==> src/hw/rtl/fre_pkg.sv <==
// Shared constants and types for the frame relative energy block.
package fre_pkg;

  localparam int MAX_FRAME        = 1024;
  localparam int FRAME_COUNT_BITS = 24;

  localparam int SAMPLE_W = 16;
  localparam int CHAN_W   = 4;
  localparam int POS_W    = 3;
  localparam int MEAN_W   = 31;
  localparam int CNT_W    = $clog2(MAX_FRAME + 1);
  // square of a magnitude is at most 2^30, so the frame sum stays below 2^(30+CNT_W)
  localparam int SUM_W    = 30 + CNT_W;
  localparam int TOT_W    = 56;
  localparam int PROD_W   = MEAN_W + FRAME_COUNT_BITS;
  // 100 fits in 7 bits
  localparam int DVD_W    = PROD_W + 7;
  localparam int DCNT_W   = $clog2(DVD_W + 1);

  localparam int ENERGY_SCALE = 100;
  localparam int DEFAULT_CHANNELS = 2;
  localparam int MAX_CHANNELS = 8;

  localparam int CFG_ADDR_W = 3;
  localparam int CFG_DATA_W = 32;
  localparam logic REG_CHANNEL_COUNT = 1'b0;

  typedef struct packed {
    logic             start;
    logic [DVD_W-1:0] dividend;
    logic [TOT_W-1:0] divisor;
  } div_req_t;

  typedef struct packed {
    logic             done;
    logic [DVD_W-1:0] quotient;
  } div_rsp_t;

endpackage

==> src/hw/rtl/fre_div.sv <==
// Restoring divider, one quotient bit per cycle.
module fre_div (
  input  logic              clk,
  input  logic              rst_n,
  input  fre_pkg::div_req_t req,
  output fre_pkg::div_rsp_t rsp
);
  import fre_pkg::*;

  logic               busy_r, busy_nxt;
  logic               done_r, done_nxt;
  logic [DCNT_W-1:0]  cnt_r, cnt_nxt;
  logic [DVD_W-1:0]   quo_r, quo_nxt;
  logic [TOT_W-1:0]   rem_r, rem_nxt;
  logic [TOT_W-1:0]   dsr_r, dsr_nxt;
  logic [TOT_W:0]     rem_sh;
  logic [TOT_W:0]     diff;

  assign rem_sh = {rem_r, quo_r[DVD_W-1]};
  assign diff   = rem_sh - {1'b0, dsr_r};

  always_comb begin
    busy_nxt = busy_r;
    done_nxt = 1'b0;
    cnt_nxt  = cnt_r;
    quo_nxt  = quo_r;
    rem_nxt  = rem_r;
    dsr_nxt  = dsr_r;
    if (req.start) begin
      busy_nxt = 1'b1;
      cnt_nxt  = DCNT_W'(DVD_W);
      quo_nxt  = req.dividend;
      rem_nxt  = '0;
      dsr_nxt  = req.divisor;
    end else if (busy_r) begin
      // borrow out means the shifted remainder is below the divisor
      if (!diff[TOT_W]) begin
        rem_nxt = diff[TOT_W-1:0];
        quo_nxt = {quo_r[DVD_W-2:0], 1'b1};
      end else begin
        rem_nxt = rem_sh[TOT_W-1:0];
        quo_nxt = {quo_r[DVD_W-2:0], 1'b0};
      end
      cnt_nxt = cnt_r - DCNT_W'(1);
      if (cnt_r == DCNT_W'(1)) begin
        busy_nxt = 1'b0;
        done_nxt = 1'b1;
      end
    end
  end

  always_ff @(posedge clk) begin
    if (!rst_n) begin
      busy_r <= 1'b0;
      done_r <= 1'b0;
      cnt_r  <= '0;
    end else begin
      busy_r <= busy_nxt;
      done_r <= done_nxt;
      cnt_r  <= cnt_nxt;
    end
    quo_r <= quo_nxt;
    rem_r <= rem_nxt;
    dsr_r <= dsr_nxt;
  end

  assign rsp.done     = done_r;
  assign rsp.quotient = quo_r;

endmodule

==> src/hw/rtl/frame_relative_energy.sv <==
// Short-time energy of channel 0 with energy relative to the running frame mean.
//
// Takes interleaved 16-bit words, squares and sums the channel 0 word of each
// group (channel count from register 0), and on a frame-end word returns the
// frame mean square and mean * frames * 100 / total energy. A word without
// frame end passes through the accumulate state before the next word is taken.
// A frame-end word runs up to two passes of the shared one-bit-per-cycle
// divider (mean, then ratio, with the total and product steps between them;
// a pass is skipped if its divisor is zero) and then waits only if the
// previous result has not yet been taken. The divider is the limiting unit.
module frame_relative_energy (
  input  logic                                 clk,
  input  logic                                 rst_n,
  input  logic                                 in_valid,
  output logic                                 in_stall,
  input  logic signed [fre_pkg::SAMPLE_W-1:0]  in_sample,
  input  logic                                 in_frame_end,
  output logic                                 out_valid,
  input  logic                                 out_stall,
  output logic [fre_pkg::MEAN_W-1:0]           out_mean_square,
  output logic [fre_pkg::MEAN_W-1:0]           out_relative_energy,
  input  logic                                 psel,
  input  logic                                 penable,
  input  logic                                 pwrite,
  input  logic [fre_pkg::CFG_ADDR_W-1:0]       paddr,
  input  logic [fre_pkg::CFG_DATA_W-1:0]       pwdata,
  output logic [fre_pkg::CFG_DATA_W-1:0]       prdata,
  output logic                                 pready
);
  import fre_pkg::*;

  typedef enum logic [7:0] {
    ST_IDLE   = 8'b0000_0001,
    ST_ACC    = 8'b0000_0010,
    ST_MSTART = 8'b0000_0100,
    ST_MWAIT  = 8'b0000_1000,
    ST_TOTAL  = 8'b0001_0000,
    ST_PROD   = 8'b0010_0000,
    ST_RSTART = 8'b0100_0000,
    ST_FINISH = 8'b1000_0000
  } state_t;

  localparam logic [FRAME_COUNT_BITS-1:0] FRAMES_MAX = '1;
  localparam logic [TOT_W-1:0]            TOTAL_MAX  = '1;
  localparam logic [MEAN_W-1:0]           OUT_MAX    = '1;

  state_t                      state_r, state_nxt;
  logic [CHAN_W-1:0]           chan_r, chan_nxt;
  logic [SAMPLE_W-1:0]         samp_r, samp_nxt;
  logic                        end_r, end_nxt;
  logic [SUM_W-1:0]            sum_r, sum_nxt;
  logic [CNT_W-1:0]            cnt_r, cnt_nxt;
  logic [POS_W-1:0]            pos_r, pos_nxt;
  logic [TOT_W-1:0]            total_r, total_nxt;
  logic [FRAME_COUNT_BITS-1:0] frames_r, frames_nxt;
  logic [MEAN_W-1:0]           mean_r, mean_nxt;
  logic [PROD_W-1:0]           prod_r, prod_nxt;
  logic [MEAN_W-1:0]           rel_r, rel_nxt;
  logic                        oval_r, oval_nxt;
  logic [MEAN_W-1:0]           omean_r, omean_nxt;
  logic [MEAN_W-1:0]           orel_r, orel_nxt;
  // marks that the running division is the ratio pass
  logic                        rel_pass_r, rel_pass_nxt;

  logic [SAMPLE_W:0]           ext;
  logic [SAMPLE_W:0]           mag;
  logic [2*SAMPLE_W+1:0]       sq;
  logic [CHAN_W-1:0]           eff;
  logic [CHAN_W-1:0]           pos_inc;
  logic [TOT_W:0]              tot_sum;
  logic                        cfg_wr;
  div_req_t                    dreq;
  div_rsp_t                    drsp;

  fre_div u_div (
    .clk  (clk),
    .rst_n(rst_n),
    .req  (dreq),
    .rsp  (drsp)
  );

  assign ext     = {samp_r[SAMPLE_W-1], samp_r};
  assign mag     = samp_r[SAMPLE_W-1] ? (~ext + (SAMPLE_W+1)'(1)) : ext;
  assign sq      = mag * mag;
  assign eff     = (chan_r == '0) ? CHAN_W'(1) :
                   (chan_r > CHAN_W'(MAX_CHANNELS)) ? CHAN_W'(MAX_CHANNELS) : chan_r;
  assign pos_inc = {1'b0, pos_r} + CHAN_W'(1);
  assign tot_sum = {1'b0, total_r} + (TOT_W+1)'(mean_r);

  assign cfg_wr  = psel && penable && pwrite && pready;
  assign pready  = 1'b1;
  assign prdata  = (paddr[2] == REG_CHANNEL_COUNT) ? CFG_DATA_W'(chan_r) : '0;

  assign in_stall            = (state_r != ST_IDLE);
  assign out_valid           = oval_r;
  assign out_mean_square     = omean_r;
  assign out_relative_energy = orel_r;

  always_comb begin
    state_nxt  = state_r;
    chan_nxt   = chan_r;
    samp_nxt   = samp_r;
    end_nxt    = end_r;
    sum_nxt    = sum_r;
    cnt_nxt    = cnt_r;
    pos_nxt    = pos_r;
    total_nxt  = total_r;
    frames_nxt = frames_r;
    mean_nxt   = mean_r;
    prod_nxt   = prod_r;
    rel_nxt    = rel_r;
    oval_nxt   = oval_r && out_stall;
    omean_nxt  = omean_r;
    orel_nxt   = orel_r;
    dreq.start    = 1'b0;
    dreq.dividend = DVD_W'(sum_r);
    dreq.divisor  = TOT_W'(cnt_r);

    if (cfg_wr && (paddr[2] == REG_CHANNEL_COUNT)) begin
      chan_nxt = pwdata[CHAN_W-1:0];
    end

    unique case (state_r)
      ST_IDLE: begin
        if (in_valid) begin
          samp_nxt  = in_sample;
          end_nxt   = in_frame_end;
          state_nxt = ST_ACC;
        end
      end
      ST_ACC: begin
        if ((pos_r == '0) && (cnt_r < CNT_W'(MAX_FRAME))) begin
          sum_nxt = sum_r + SUM_W'(sq[MEAN_W-1:0]);
          cnt_nxt = cnt_r + CNT_W'(1);
        end
        pos_nxt   = (pos_inc >= eff) ? '0 : pos_inc[POS_W-1:0];
        state_nxt = end_r ? ST_MSTART : ST_IDLE;
      end
      ST_MSTART: begin
        if (cnt_r == '0) begin
          mean_nxt  = '0;
          state_nxt = ST_TOTAL;
        end else begin
          dreq.start = 1'b1;
          state_nxt  = ST_MWAIT;
        end
      end
      ST_MWAIT: begin
        if (drsp.done) begin
          if (rel_pass_r) begin
            // ratio pass, saturated to the output width
            rel_nxt   = (|drsp.quotient[DVD_W-1:MEAN_W]) ? OUT_MAX
                                                         : drsp.quotient[MEAN_W-1:0];
            state_nxt = ST_FINISH;
          end else begin
            mean_nxt  = drsp.quotient[MEAN_W-1:0];
            state_nxt = ST_TOTAL;
          end
        end
      end
      ST_TOTAL: begin
        total_nxt = tot_sum[TOT_W] ? TOTAL_MAX : tot_sum[TOT_W-1:0];
        if (frames_r != FRAMES_MAX) begin
          frames_nxt = frames_r + FRAME_COUNT_BITS'(1);
        end
        state_nxt = ST_PROD;
      end
      ST_PROD: begin
        prod_nxt  = PROD_W'(mean_r) * PROD_W'(frames_r);
        state_nxt = ST_RSTART;
      end
      ST_RSTART: begin
        if (total_r == '0) begin
          rel_nxt   = '0;
          state_nxt = ST_FINISH;
        end else begin
          dreq.start    = 1'b1;
          dreq.dividend = DVD_W'(prod_r) * DVD_W'(ENERGY_SCALE);
          dreq.divisor  = total_r;
          state_nxt     = ST_MWAIT;
        end
      end
      ST_FINISH: begin
        // hold until the output register is free
        if (!oval_r || !out_stall) begin
          oval_nxt  = 1'b1;
          omean_nxt = mean_r;
          orel_nxt  = rel_r;
          sum_nxt   = '0;
          cnt_nxt   = '0;
          pos_nxt   = '0;
          state_nxt = ST_IDLE;
        end
      end
      default: state_nxt = ST_IDLE;
    endcase
  end

  always_comb begin
    rel_pass_nxt = rel_pass_r;
    if (state_r == ST_MSTART) begin
      rel_pass_nxt = 1'b0;
    end else if ((state_r == ST_RSTART) && (total_r != '0)) begin
      rel_pass_nxt = 1'b1;
    end
  end

  always_ff @(posedge clk) begin
    if (!rst_n) begin
      state_r    <= ST_IDLE;
      chan_r     <= CHAN_W'(DEFAULT_CHANNELS);
      sum_r      <= '0;
      cnt_r      <= '0;
      pos_r      <= '0;
      total_r    <= '0;
      frames_r   <= '0;
      oval_r     <= 1'b0;
      rel_pass_r <= 1'b0;
    end else begin
      state_r    <= state_nxt;
      chan_r     <= chan_nxt;
      sum_r      <= sum_nxt;
      cnt_r      <= cnt_nxt;
      pos_r      <= pos_nxt;
      total_r    <= total_nxt;
      frames_r   <= frames_nxt;
      oval_r     <= oval_nxt;
      rel_pass_r <= rel_pass_nxt;
    end
    samp_r  <= samp_nxt;
    end_r   <= end_nxt;
    mean_r  <= mean_nxt;
    prod_r  <= prod_nxt;
    rel_r   <= rel_nxt;
    omean_r <= omean_nxt;
    orel_r  <= orel_nxt;
  end

endmodule
==> config.mk <==
export PLATFORM = sky130hd
export DESIGN_NAME = frame_relative_energy
export DESIGN_NICKNAME = d
export VERILOG_FILES = /design/src/hw/rtl/fre_pkg.sv /design/src/hw/rtl/fre_div.sv /design/src/hw/rtl/frame_relative_energy.sv
export SDC_FILE = /design/constraint.sdc
export NUM_CORES = 2
export LEC_CHECK = 0
export ABC_AREA = 0
export BUFFER_PORTS_ARGS = -buffer_cell sky130_fd_sc_hd__buf_2
export CAP_MARGIN = 20
export CORE_AREA = 4 4 437 439
export DETAILED_ROUTE_END_ITERATION = 8
export DIE_AREA = 0 0 441 443
export GPL_TIMING_DRIVEN = 0
export SLEW_MARGIN = 20
export SYNTH_ARGS = -nofsm -noshare
export SYNTH_HDL_FRONTEND = slang
export SYNTH_HIERARCHICAL = 1
export SYNTH_SLANG_ARGS = --single-unit
==> constraint.sdc <==
create_clock -name clk -period 10.5 [get_ports clk]
set_input_delay 2.625 -clock clk [delete_from_list [all_inputs] [get_ports clk]]
set_output_delay 2.625 -clock clk [all_outputs]
set_load 0.05 [all_outputs]
* Yosys cells after proc, flatten, opt, wreduce, memory -nomap -nowiden *
Index checks and enable logic that the tools add are counted.

storage, ports and cells
  flip-flop bits (word level) = 527
  latch bits = 0
  memory bits (writable) = 0
  bits in read-only memories = 0
  input port bits = 59
  output and inout bits = 97
  logic and storage cells = 140
  memories kept = 0

operators by class
  $add $sub $neg = 8
  multipliers = 3
  divide/modulo/power cells = 0
  $lt $le $gt $ge = 3
  equal/unequal tests = 19
  shift-type cells = 0
  multiplexer cells = 47
  bitwise operators = 5
  reductions and logical operators = 31

operator list
  cell                   number
  $mux 31                7
  $mux 62                2
  $pmux 31 s2            2
  $mux 119               1
  $mux 118               1
  $mux 56                2
  $mux 41                2
  $pmux 41 s2            1
  $pmux 8 s8             1
  $mul 55x5->60 const B  1
  $add 56x31->57         1
  $sub 57x56->57         1
  $logic_not 56->1       1
  $reduce_bool 56->1     1
  $mul 31x24->55         1
  $add 41x31->41         1
  $mux 8                 5
  $mul 17x17->31         1
  $reduce_or 31->1       1
  $add 24x1->24 const B  1
  $ne 24x24->1 const B   1
  $mux 11                2
  $pmux 11 s2            1
  $add 17x1->17 const B  1
  40 further kinds       77

* Logic depth before layout (Yosys ltp) *
  word-level depth = 7
  depth in mapped cells = 42
  gate-level depth less buffers = 41

* Cells and area by module *
Netlist, hierarchy kept.

by module, submodules not included
  module                 times used  cells each  area an instance (sq um)  sequential area each (sq um)
  frame_relative_energy  1           6102        54604.9                   8868.5
  fre_div                1           1090        10615.2                   4824.6

* Worst setup path before layout *
Ideal clock, no wire load.

  path kind = reg-to-reg
  start point = register samp_r[8]
  end point = register sum_r[40]
  library setup time = 116 ps
  arrival time = 9211 ps
  required time = 10384 ps
  slack = 1172 ps
  stages on the path, launching flop included = 33
  clock period less this slack = 9328 ps
  path through = edfxtp_1 or4_1 or3_1 or2_2 or4b_2 nand2b_1 inv_1 fa_1 fa_1 fa_1 fa_1 fa_1 inv_1 fa_1 inv_1 ha_1 a21o_1 a21o_1 a21o_1 or3_1 a211o_1 nand2_1 o21ai_0 nor2_1 a21oi_1 xor2_1 ha_1 nand3_1 nor4_1 a211oi_1 nor3_1 a31oi_1 a41o_1

between the ends
  longest elaborated chain between the ends = 7

ends and longest elaborated chain
  what                    RTL line                      RTL
  from (decl)             frame_relative_energy.sv:49   logic [SAMPLE_W-1:0] samp_r, samp_nxt;
  from (signal assigned)  frame_relative_energy.sv:230  samp_r <= samp_nxt;
  $not 17->17             frame_relative_energy.sv:83   assign mag = samp_r[SAMPLE_W-1] ? (~ext + (SAMPLE_W+1)'(1)) : ext;
  $add 17x1->17           frame_relative_energy.sv:83
  $mux 17 *               frame_relative_energy.sv:83
  $mul 17x17->31 *        frame_relative_energy.sv:84   assign sq = mag * mag;
  $add 41x31->41 *        frame_relative_energy.sv:133  sum_nxt = sum_r + SUM_W'(sq[MEAN_W-1:0]);
  $mux 41 *               frame_relative_energy.sv:132  if ((pos_r == '0) && (cnt_r < CNT_W'(MAX_FRAME))) begin
  $pmux 41 s2 *           frame_relative_energy.sv:123  unique case (state_r)
  to (signal assigned)    frame_relative_energy.sv:222  sum_r <= sum_nxt;
  to (decl)               frame_relative_energy.sv:51   logic [SUM_W-1:0] sum_r, sum_nxt;

Mark *: on every way between the ends. The rest lies on a longest branch, timed or not. The select of a mux whose other input is x is not followed.
A chain may end at the register's enable or synchronous reset.

* Worst setup path after layout *
  start point = register samp_r[8]
  end point = register sum_r[38]

The elaborated chain is that of the path after synthesis.

==> metrics <==
status finished, final reports clean; share of layout cells above drive strength 1 0.0542; largest stage delay on the critical path 750 ps; syn avg cell area 9.07 um2; leading cell types in the layout, fill and taps excluded 1249 x inv_1, 966 x nand2_1, 874 x fa_1; final hold viol count 0; Hold Path Origin rel_r[19]; Worst EP required 11070 ps; CTS tree done; Slew headroom 0.172; EDFF count, synth 314; CP bufs+invs 4; GRT Residual Overflow 0; post-synthesis cell area 65200 um2; placed cells 9859; Max Transition Viols Final 0; cell taking the most area after synthesis fa_1; initial antenna violation count 12; Netlist cell types 96; Fillers 18800; synthesis-to-layout area growth 10.1%; cells after synthesis 7192; Synthesis Warnings 6; hold endpoint out_relative_energy[19]; max cap viols 0; Synth Flop Type edfxtp_1; CTS buffer count 60; die area 195000 um2; fraction of registers with async set or reset after synthesis 0; Vias 51100; largest net degree at the start of global routing 59; internal reg-to-reg setup slack 510 ps; post-route insts no fill 9982; Global Route Usage Sum 0.202; Final GP Congestion 0.964; worst r2r path cells 33; DRT Wirelength 198000 um; vias in the first global route 52500; Final Critical Period 9990 ps; Worst-Margin Slew 1240 ps; via/cell ratio 5.12; Worst Skew 106 ps; Worst Hold Depth 0; crit end category flop; hpwl dp 160000 um; delay-heaviest family, CP adder cells; Reg-to-Reg End sum_r[38]; RSZ-0062 raised after global routing false; R2R Path Start samp_r[8]; slowest CP cell or4b_2; Skew-Pair Late Insertion Delay 740 ps; global-route wire length before repair 307000 um; clock slew at reported path FFs 60 ps; largest cells by area after synthesis fa_1 27%, edfxtp_1 14%, ha_1 11%; worst setup path category flop to flop; #FFs+latches synth 527; worst hold path class flop to flop; share of the yosys chip area belonging to registers 0.210; die width 441 um; clock tree sinks 527; hold buffers post-CTS 0; worst path arrival time 10560 ps; First DRT Iteration DRCs 3612; H-tree levels 2; Final #Nets 8947; Antenna Nets Post-Route 0; crit share post-route 0.952; nature of the critical path startpoint flop; final setup vio count 0; Ports 156; commonest non-fill, non-tap cell in the layout inv_1; DR WL/cell 19.8 um; share of the synthesized area in the top cell type 0.268; row cnt 159; first-pass detailed-route iteration total 5; Core Footprint 187000 um2; Remaining DRCs 0; Max FO, Critical Path 7; # port buffers 96; clock tree root driver cell clkbuf_16; Max Root-Sink Buffers 3; initial core utilization 0.348; Die Height 443 um; FMAX 0.100 GHz
## worst max path at each step
stage	start	cells past startpoint	slack (ps)	end
after floorplan	samp_r[8]	32	1170	sum_r[40]
after global placement	samp_r[0]	39	-910	sum_r[40]
after detailed placement	samp_r[0]	39	-910	sum_r[40]
after CTS	samp_r[0]	40	10	sum_r[38]
after global routing	samp_r[0]	40	3	sum_r[38]
final	samp_r[8]	33	510	sum_r[38]
## synthesized netlist by cell type (34+ instances only)
| library cell | n |
|---|---|
| a21o_1 | 148 |
| a21oi_1 | 316 |
| a311oi_1 | 46 |
| a31oi_1 | 56 |
| and2_1 | 340 |
| and3_1 | 54 |
| buf_4 | 34 |
| clkbuf_1 | 313 |
| dfxtp_1 | 213 |
| edfxtp_1 | 314 |
| fa_1 | 874 |
| ha_1 | 582 |
| inv_1 | 1250 |
| mux2_2 | 61 |
| nand2_1 | 967 |
| nand2b_1 | 38 |
| nand3_1 | 79 |
| nand4_1 | 56 |
| nor2_1 | 336 |
| nor2b_1 | 44 |
| nor3_1 | 46 |
| nor4_1 | 38 |
| o21a_1 | 66 |
| o21ai_0 | 226 |
| o21bai_1 | 46 |
| xnor2_1 | 182 |
| xor2_1 | 112 |
## per-stage QoR
stage	TNS [ps]	utilization	setup WS [ps]	cell area [um2]	hold WS, ps
after floorplan	0	-	1170	65400	400
after global placement	-24430	0.369	-910	69100	401
after detailed placement	-6270	0.371	-908	69400	406
after CTS	0	0.383	10.2	71600	332
after global routing	0	0.383	3.01	71800	351
final	0	0.383	508	71800	356
## sequential cells by signal, summed over array words and instances, names as in the netlist, 3 cells and up
register	count
u_div/quo_r	62
rel_r	31
u_div/cnt_r	6
pos_r	3
u_div/rem_r	56
frames_r	24
u_div/dsr_r	56
cnt_r	11
chan_r	4
prod_r	55
total_r	56
out_mean_square	31
sum_r	41
out_relative_energy	31
mean_r	31
samp_r	16
state_r	8
## cell families after synthesis
logic type / share of synthesized area
AND/OR/NAND/NOR: 0.150
XOR/XNOR: 0.0400
adder cells (fa/ha/maj): 0.380
multiplexers: 0.0127
AO/OA/AOI/OAI: 0.112
flip-flops: 0.210
buffers and inverters: 0.0955
other: 0.000115
## cell type report
cell class                      instances  area [um2]  area share
Buffer                                363        1520      0.0211
Multi-Input combinational cell       5106       45800       0.638
Clock buffer                           64        1530      0.0213
Inverter                             1256        4720      0.0658
Sequential cell                       527       13700       0.191
Clock inverter                         50         631     0.00878
Antenna cell                            3        7.51    0.000105
Tap cell                             2495        3120      0.0435
Timing Repair Buffer                  118         801      0.0112
## worst register-to-register path: cells and delay by family, from the launching register on
family | cells | cell delay (ps)
fa+ha+maj | 8 | 3720
mux | 1 | 170
buf+inv | 4 | 370
simple gates | 8 | 2760
compound gates | 11 | 2140
xor+xnor | 1 | 190
flops | 1 | 480
## layer usage
| metal | share of wire | global-route usage | vias to the layer above | wire length (um) |
|---|---|---|---|---|
| met3 | 0.065 | 0.0295 | 401 | 12900 |
| li1 | - | - | 23600 | - |
| met2 | 0.47 | 0.334 | 1651 | 93300 |
| met1 | 0.41 | 0.260 | 25500 | 81400 |
| met5 | 0 | 0 | - | 0 |
| met4 | 0.053 | 0.0903 | 0 | 10500 |
## repair_timing
action	4_1_cts	5_1_grt
pin swaps	2	4
resized for setup	14	23
setup buffers	1	6
endpoints found under the setup margin	16	14
Power is not shown: default switching activity piles up to over one toggle a cycle in this logic, so the estimate is an artifact.
